## src/design/rfc_pkg.sv

```systemverilog
// Shared types, constants and codes for the RTU frame CRC checker.
// Used by every module in this folder; depends on nothing else.
package rfc_pkg;

  localparam int unsigned MaxFrameDefault = 256;
  localparam int unsigned CountW          = 9;

  localparam logic [15:0]       CrcInit         = 16'hFFFF;
  localparam logic [15:0]       CrcPoly         = 16'hA001;
  localparam logic [CountW-1:0] RuntLimit       = CountW'(4);
  localparam logic [1:0]        IdOffsetReset   = 2'd0;
  localparam logic [7:0]        ExpectedIdReset = 8'h01;

  typedef enum logic [1:0] {
    CfgIdOffset   = 2'd0,
    CfgExpectedId = 2'd1
  } cfg_index_e;

  typedef enum logic [2:0] {
    StOk       = 3'd0,
    StOverflow = 3'd1,
    StRunt     = 3'd2,
    StBadCrc   = 3'd3,
    StWrongId  = 3'd4
  } status_e;

  typedef struct packed {
    logic [7:0] rx_byte;
    logic       frame_end;
  } in_t;

  typedef struct packed {
    status_e           status;
    logic [CountW-1:0] frame_length;
    logic [7:0]        id_seen;
    logic [15:0]       frames_total;
    logic [15:0]       errors_total;
  } result_t;

  typedef struct packed {
    logic [1:0] id_offset;
    logic [7:0] expected_id;
  } cfg_t;

endpackage

```

## src/design/rfc_crc_byte.sv

```systemverilog
// One-byte update of the reflected CRC-16, unrolled over eight bit steps.
// Depends on rfc_pkg for the polynomial.
module rfc_crc_byte (
  input  logic [15:0] crc_i,
  input  logic [7:0]  data_i,
  output logic [15:0] crc_o
);

  always_comb begin
    logic [15:0] c;
    c = crc_i ^ {8'h00, data_i};
    for (int k = 0; k < 8; k++) begin
      if (c[0]) begin
        c = (c >> 1) ^ rfc_pkg::CrcPoly;
      end else begin
        c = c >> 1;
      end
    end
    crc_o = c;
  end

endmodule

```

## src/design/rfc_frame_tracker.sv

```systemverilog
// Per-frame state (CRC, trailer hold, count, ID capture) and frame counters.
// Builds the status result at frame end. Depends on rfc_pkg and rfc_crc_byte.
module rfc_frame_tracker #(
  parameter int unsigned MaxFrame = rfc_pkg::MaxFrameDefault
) (
  input  logic             clk_i,
  input  logic             rst_ni,
  input  logic             step_i,
  input  rfc_pkg::in_t     item_i,
  input  rfc_pkg::cfg_t    cfg_i,
  output rfc_pkg::result_t result_o
);

  localparam logic [rfc_pkg::CountW-1:0] MaxCnt = rfc_pkg::CountW'(MaxFrame);

  logic [15:0]                 crc_q, crc_d, crc_fold;
  logic [1:0][7:0]             held_q, held_d;
  logic [rfc_pkg::CountW-1:0]  count_q, count_d;
  logic                        ovf_q, ovf_d;
  logic [7:0]                  id_q, id_d;
  logic [15:0]                 frames_q, frames_d;
  logic [15:0]                 errors_q, errors_d;
  logic                        keep;
  rfc_pkg::status_e            status;

  rfc_crc_byte u_crc (
    .crc_i  (crc_q),
    .data_i (held_q[0]),
    .crc_o  (crc_fold)
  );

  always_comb begin
    // drop the byte once the frame is full
    keep      = count_q < MaxCnt;
    crc_d     = (keep && count_q >= rfc_pkg::CountW'(2)) ? crc_fold : crc_q;
    held_d[0] = keep ? held_q[1] : held_q[0];
    held_d[1] = keep ? item_i.rx_byte : held_q[1];
    id_d      = (keep && count_q == rfc_pkg::CountW'(cfg_i.id_offset)) ?
                item_i.rx_byte : id_q;
    count_d   = keep ? count_q + rfc_pkg::CountW'(1) : count_q;
    ovf_d     = ovf_q | ~keep;
    frames_d  = frames_q + 16'd1;

    priority if (ovf_d) begin
      status = rfc_pkg::StOverflow;
    end else if (count_d < rfc_pkg::RuntLimit) begin
      status = rfc_pkg::StRunt;
    end else if (held_d[0] != crc_d[7:0] || held_d[1] != crc_d[15:8]) begin
      status = rfc_pkg::StBadCrc;
    end else if (id_d != cfg_i.expected_id) begin
      status = rfc_pkg::StWrongId;
    end else begin
      status = rfc_pkg::StOk;
    end

    errors_d = (status != rfc_pkg::StOk) ? errors_q + 16'd1 : errors_q;

    result_o.status       = status;
    result_o.frame_length = count_d;
    result_o.id_seen      = id_d;
    result_o.frames_total = frames_d;
    result_o.errors_total = errors_d;
  end

  always_ff @(posedge clk_i or negedge rst_ni) begin
    if (!rst_ni) begin
      crc_q    <= rfc_pkg::CrcInit;
      held_q   <= '0;
      count_q  <= '0;
      ovf_q    <= 1'b0;
      id_q     <= '0;
      frames_q <= '0;
      errors_q <= '0;
    end else if (step_i) begin
      if (item_i.frame_end) begin
        // clear per-frame state, keep the counters
        crc_q    <= rfc_pkg::CrcInit;
        held_q   <= '0;
        count_q  <= '0;
        ovf_q    <= 1'b0;
        id_q     <= '0;
        frames_q <= frames_d;
        errors_q <= errors_d;
      end else begin
        crc_q   <= crc_d;
        held_q  <= held_d;
        count_q <= count_d;
        ovf_q   <= ovf_d;
        id_q    <= id_d;
      end
    end
  end

endmodule

```

## config.mk

```make
export PLATFORM = sky130hd
export DESIGN_NAME = rfc_frame_tracker
export DESIGN_NICKNAME = d
export VERILOG_FILES = /design/src/design/rfc_pkg.sv /design/src/design/rfc_crc_byte.sv /design/src/design/rfc_frame_tracker.sv
export SDC_FILE = /design/constraint.sdc
export NUM_CORES = 1
export LEC_CHECK = 0
export BUFFER_PORTS_ARGS = -buffer_cell sky130_fd_sc_hd__buf_2
export CELL_PAD_IN_SITES_DETAIL_PLACEMENT = 1
export CELL_PAD_IN_SITES_GLOBAL_PLACEMENT = 1
export CORE_MARGIN = 4
export CORE_UTILIZATION = 48
export CTS_CLUSTER_SIZE = 16
export DETAILED_ROUTE_END_ITERATION = 8
export GPL_TIMING_DRIVEN = 0
export HOLD_SLACK_MARGIN = 0.08
export PLACE_DENSITY = 0.95
export RECOVER_POWER = 50
export SLEW_MARGIN = 40
export SYNTH_ARGS = -nofsm -noshare
export SYNTH_HDL_FRONTEND = slang
export SYNTH_SLANG_ARGS = --single-unit
```

## constraint.sdc

```tcl
create_clock -name clk_i -period 5.8 [get_ports clk_i]
set_input_delay 0.87 -clock clk_i [delete_from_list [all_inputs] [get_ports clk_i]]
set_output_delay 0.87 -clock clk_i [all_outputs]
set_load 0.02 [all_outputs]
```

==> results.sh <==
export IMPL_outcome="finished with violations"
export IMPL_violations="capacitance limit, slew limit"
export IMPL_drt_iter0_drc=377
export IMPL_start_kind="register"
export IMPL_rsz0062_at_grt="false"
export IMPL_crit_type="register to primary output"
export IMPL_p_int_uw=1510
export IMPL_synthSimpleGateAreaFrac=0.164
export IMPL_hp_class="register to register"
export IMPL_dr_pass1_iters=6
export IMPL_post_cts_buffers=0
export IMPL_area_growth_syn_to_layout_pct=14.7
export IMPL_seqPwrFrac=0.327
export IMPL_antenna_found_initial=0
export IMPL_mostFrequentLayoutCells="buf_2 (70), dfrtp_1 (66), xnor2_1 (59)"
export IMPL_core_rowCount=38
export IMPL_crit_arrival_ns=4.58
export IMPL_gr_usage_met3=0.0516
export IMPL_synth_compound_area_frac=0.142
export IMPL_initial_core_util=0.499
export IMPL_synth_fp_nets=614
export IMPL_critPathBufInv=5
export IMPL_cp_max_fo=10
export IMPL_hold_buffers=0
export IMPL_grt_pass1_vias=5514
export IMPL_ctsHtreeMaxLevel=3
export IMPL_comb_power_share=0.467
export IMPL_place_gp_congestion=0.955
export IMPL_worstPathCellList="buf_2, or4_1, clkbuf_1, nand4b_1, clkbuf_1, mux2i_1, xnor2_1, nor4_1, nand2_1, nor4_4, buf_4, mux2_1, buf_2"
export IMPL_post_route_min_period_ns=5.45
export IMPL_netlist_top_cells_area="dfrtp_1 (30%), xnor2_1 (9.6%), xor2_1 (8.3%), dfstp_2 (7.7%), mux2i_1 (4.0%)"
export IMPL_setup_viol=0
export IMPL_grtUsageMet1=0.343
export IMPL_setup_ws_ns=0.350
export IMPL_design_area_um2=6290
export IMPL_cp_end_kind="primary output"
export IMPL_placed_area_um2=6040
export IMPL_avgSynthCellArea_um2=9.30
export IMPL_netlist_area_um2=5480
export IMPL_yosysTopAreaCell="dfrtp_1"
export IMPL_gr_total_overflow=0
export IMPL_hold_viol_final=0
export IMPL_fin_skew_ns=0.0162
export IMPL_wl_per_cell_um=23.2
export IMPL_pre_cts_slack_ns=0.823
export IMPL_met2_usage=0.502
export IMPL_drive_above_1_share=0.177
export IMPL_seq_area_frac_synth=0.378
export IMPL_final_setup_tns_ns=0
export IMPL_cts_tree="built"
export IMPL_synth_top_area_share=0.301
export IMPL_synth_adder_area_share=0.00685
export IMPL_synth_edf_count=0
export IMPL_ant_nets=0
export IMPL_busiest_layer="met2"
export IMPL_critPathTopFamily="simple AND/OR/NAND/NOR gates"
export IMPL_grt_pass1_wl_mm=29.9
export IMPL_synth_xor_area_share=0.201
export IMPL_routed_wl_mm=19.0
export IMPL_critPathMaxStageDelay_ns=0.54
export IMPL_dp_hpwl_mm=13.1
export IMPL_ys_warn_count=0
export IMPL_die_area_um2=13200
export IMPL_pin_count=74
export IMPL_synth_top_family_by_area="XOR/XNOR gates"
export IMPL_syn_inst=589
export IMPL_synth_seq_cells=82
export IMPL_path_clk_slew_ns=0.06
export IMPL_diodes=0
export IMPL_worst_pin_slew_ns=2.67
export IMPL_drv_cap=2
export IMPL_finalCritPeriodShare=0.940
export IMPL_port_buffers=71
export IMPL_relSlewSlack=-0.781
export IMPL_switching_power_uw=1130
export IMPL_core_area_um2=11000
export IMPL_drcViolationCount=0
export IMPL_synth_ff_type="dfrtp_1"
export IMPL_synth_cell_types=57
export IMPL_final_common_cell="buf_2"
export IMPL_insertion_delay_ns=0.35
export IMPL_via_per_inst=6.25
export IMPL_layout_nets=697
export IMPL_cts_buffers=9
export IMPL_synth_mux_area_frac=0.0484
export IMPL_leakage_uw=0.00293
export IMPL_sw_frac_of_total=0.428
export IMPL_cts_max_path_buffers=2
export IMPL_cts_root_buf="clkbuf_16"
export IMPL_power_density_nw_per_um2=420
export IMPL_vias=5103
export IMPL_dieHeight_um=115
export IMPL_ys_async_sr_fraction=1.00
export IMPL_die_w_um=115
export IMPL_peakVddDrop_v=0.000232
export IMPL_clkSinkCount=82
export IMPL_grt_max_degree=47
export IMPL_drv_slew=85
export IMPL_ctsResizeCount=0
export IMPL_clockPowerShare=0.206
export IMPL_fmax_mhz=183
export IMPL_crit_path_top_delay_cell="or4_1"
export IMPL_cp_data_required_time_ns=4.93
export IMPL_track_usage=0.291
==> cell type report <==
cell class              count  area, um^2
plain buffers              40         170
clock buffers              10         229
clock inverters             6        43.8
fillers                  1299        4700
inverters                  42         158
multi-input cells         425        3090
flip-flops and latches     82        2070
well taps                 140         175
repair buffers             72         353
==> sequential cells by signal (all words and copies together) (netlist names) <==
register  flops
count_q       9
crc_q        16
ovf_q         1
errors_q     16
id_q          8
frames_q     16
held_q       16
==> per-stage QoR <==
step / instances / hold WS, ns / power (uW) / utilization
3_5_place_dp: 801 / 0.484 / 2050 / 0.550
3_3_place_gp: 800 / 0.479 / 1980 / 0.547
2_1_floorplan: 589 / 0.461 / 1710 / -
4_1_cts: 817 / 0.438 / 2630 / 0.575
6_report: 817 / 0.494 / 2640 / 0.572
5_1_grt: 817 / 0.529 / 2760 / 0.572
==> cell usage after synthesis, types with 8 or more instances <==
master,n
dfstp_2,16
xor2_1,52
nor4_1,8
nor3_1,19
nand3_1,17
o21ai_0,10
a21oi_1,14
mux2i_1,22
o22ai_1,29
inv_1,42
xnor2_1,60
clkbuf_1,27
nand2_1,40
and3_1,16
o22a_1,25
nor2_1,39
dfrtp_1,66
==> path summary, 6_finish.rpt <==
kind,startpoint,endpoint,slack [ns],depth (start not counted)
max,count_q[5],result_o[1],0.35,13
min in group asynchronous,rst_ni,count_q[5],1.13,1
max in group asynchronous,rst_ni,frames_q[9],1.31,2
max reg2reg,count_q[5],errors_q[4],1.71,13
min reg2reg,errors_q[15],errors_q[15],0.49,1
min,errors_q[15],errors_q[15],0.49,1
==> logic make-up after synthesis <==
family	count (synthesis)
simple gates	170
xor+xnor	118
flops	82
fa+ha+maj	3
buf+inv	82
compound gates	108
mux	26
==> metal layers <==
metal  up-vias  wire length (um)
met1      2546              7280
met4         0              1070
met5         -                 0
met3        91              1220
li1       2217                 -
met2       249              9420
==> power groups by stage <==
stage | registers (uW) | clock network, uW | logic (uW)
after floorplan | 820 | 0 | 893
after global placement | 844 | 0 | 1140
after detailed placement | 859 | 0 | 1190
after CTS | 855 | 547 | 1220
after global routing | 875 | 573 | 1310
final | 864 | 545 | 1230
==> worst register-to-register path, cell delays in order (launching register included) <==
cell and delay, ns:
dfrtp_1 0.35, buf_2 0.16, or4_1 0.54, clkbuf_1 0.17, nand4b_1 0.29, clkbuf_1 0.36
mux2i_1 0.48, xnor2_1 0.12, nor4_1 0.34, nand2_1 0.25, nor4_4 0.36, buf_4 0.26
nor3_1 0.10, xor2_1 0.18
(Power assumes the default switching activity.)
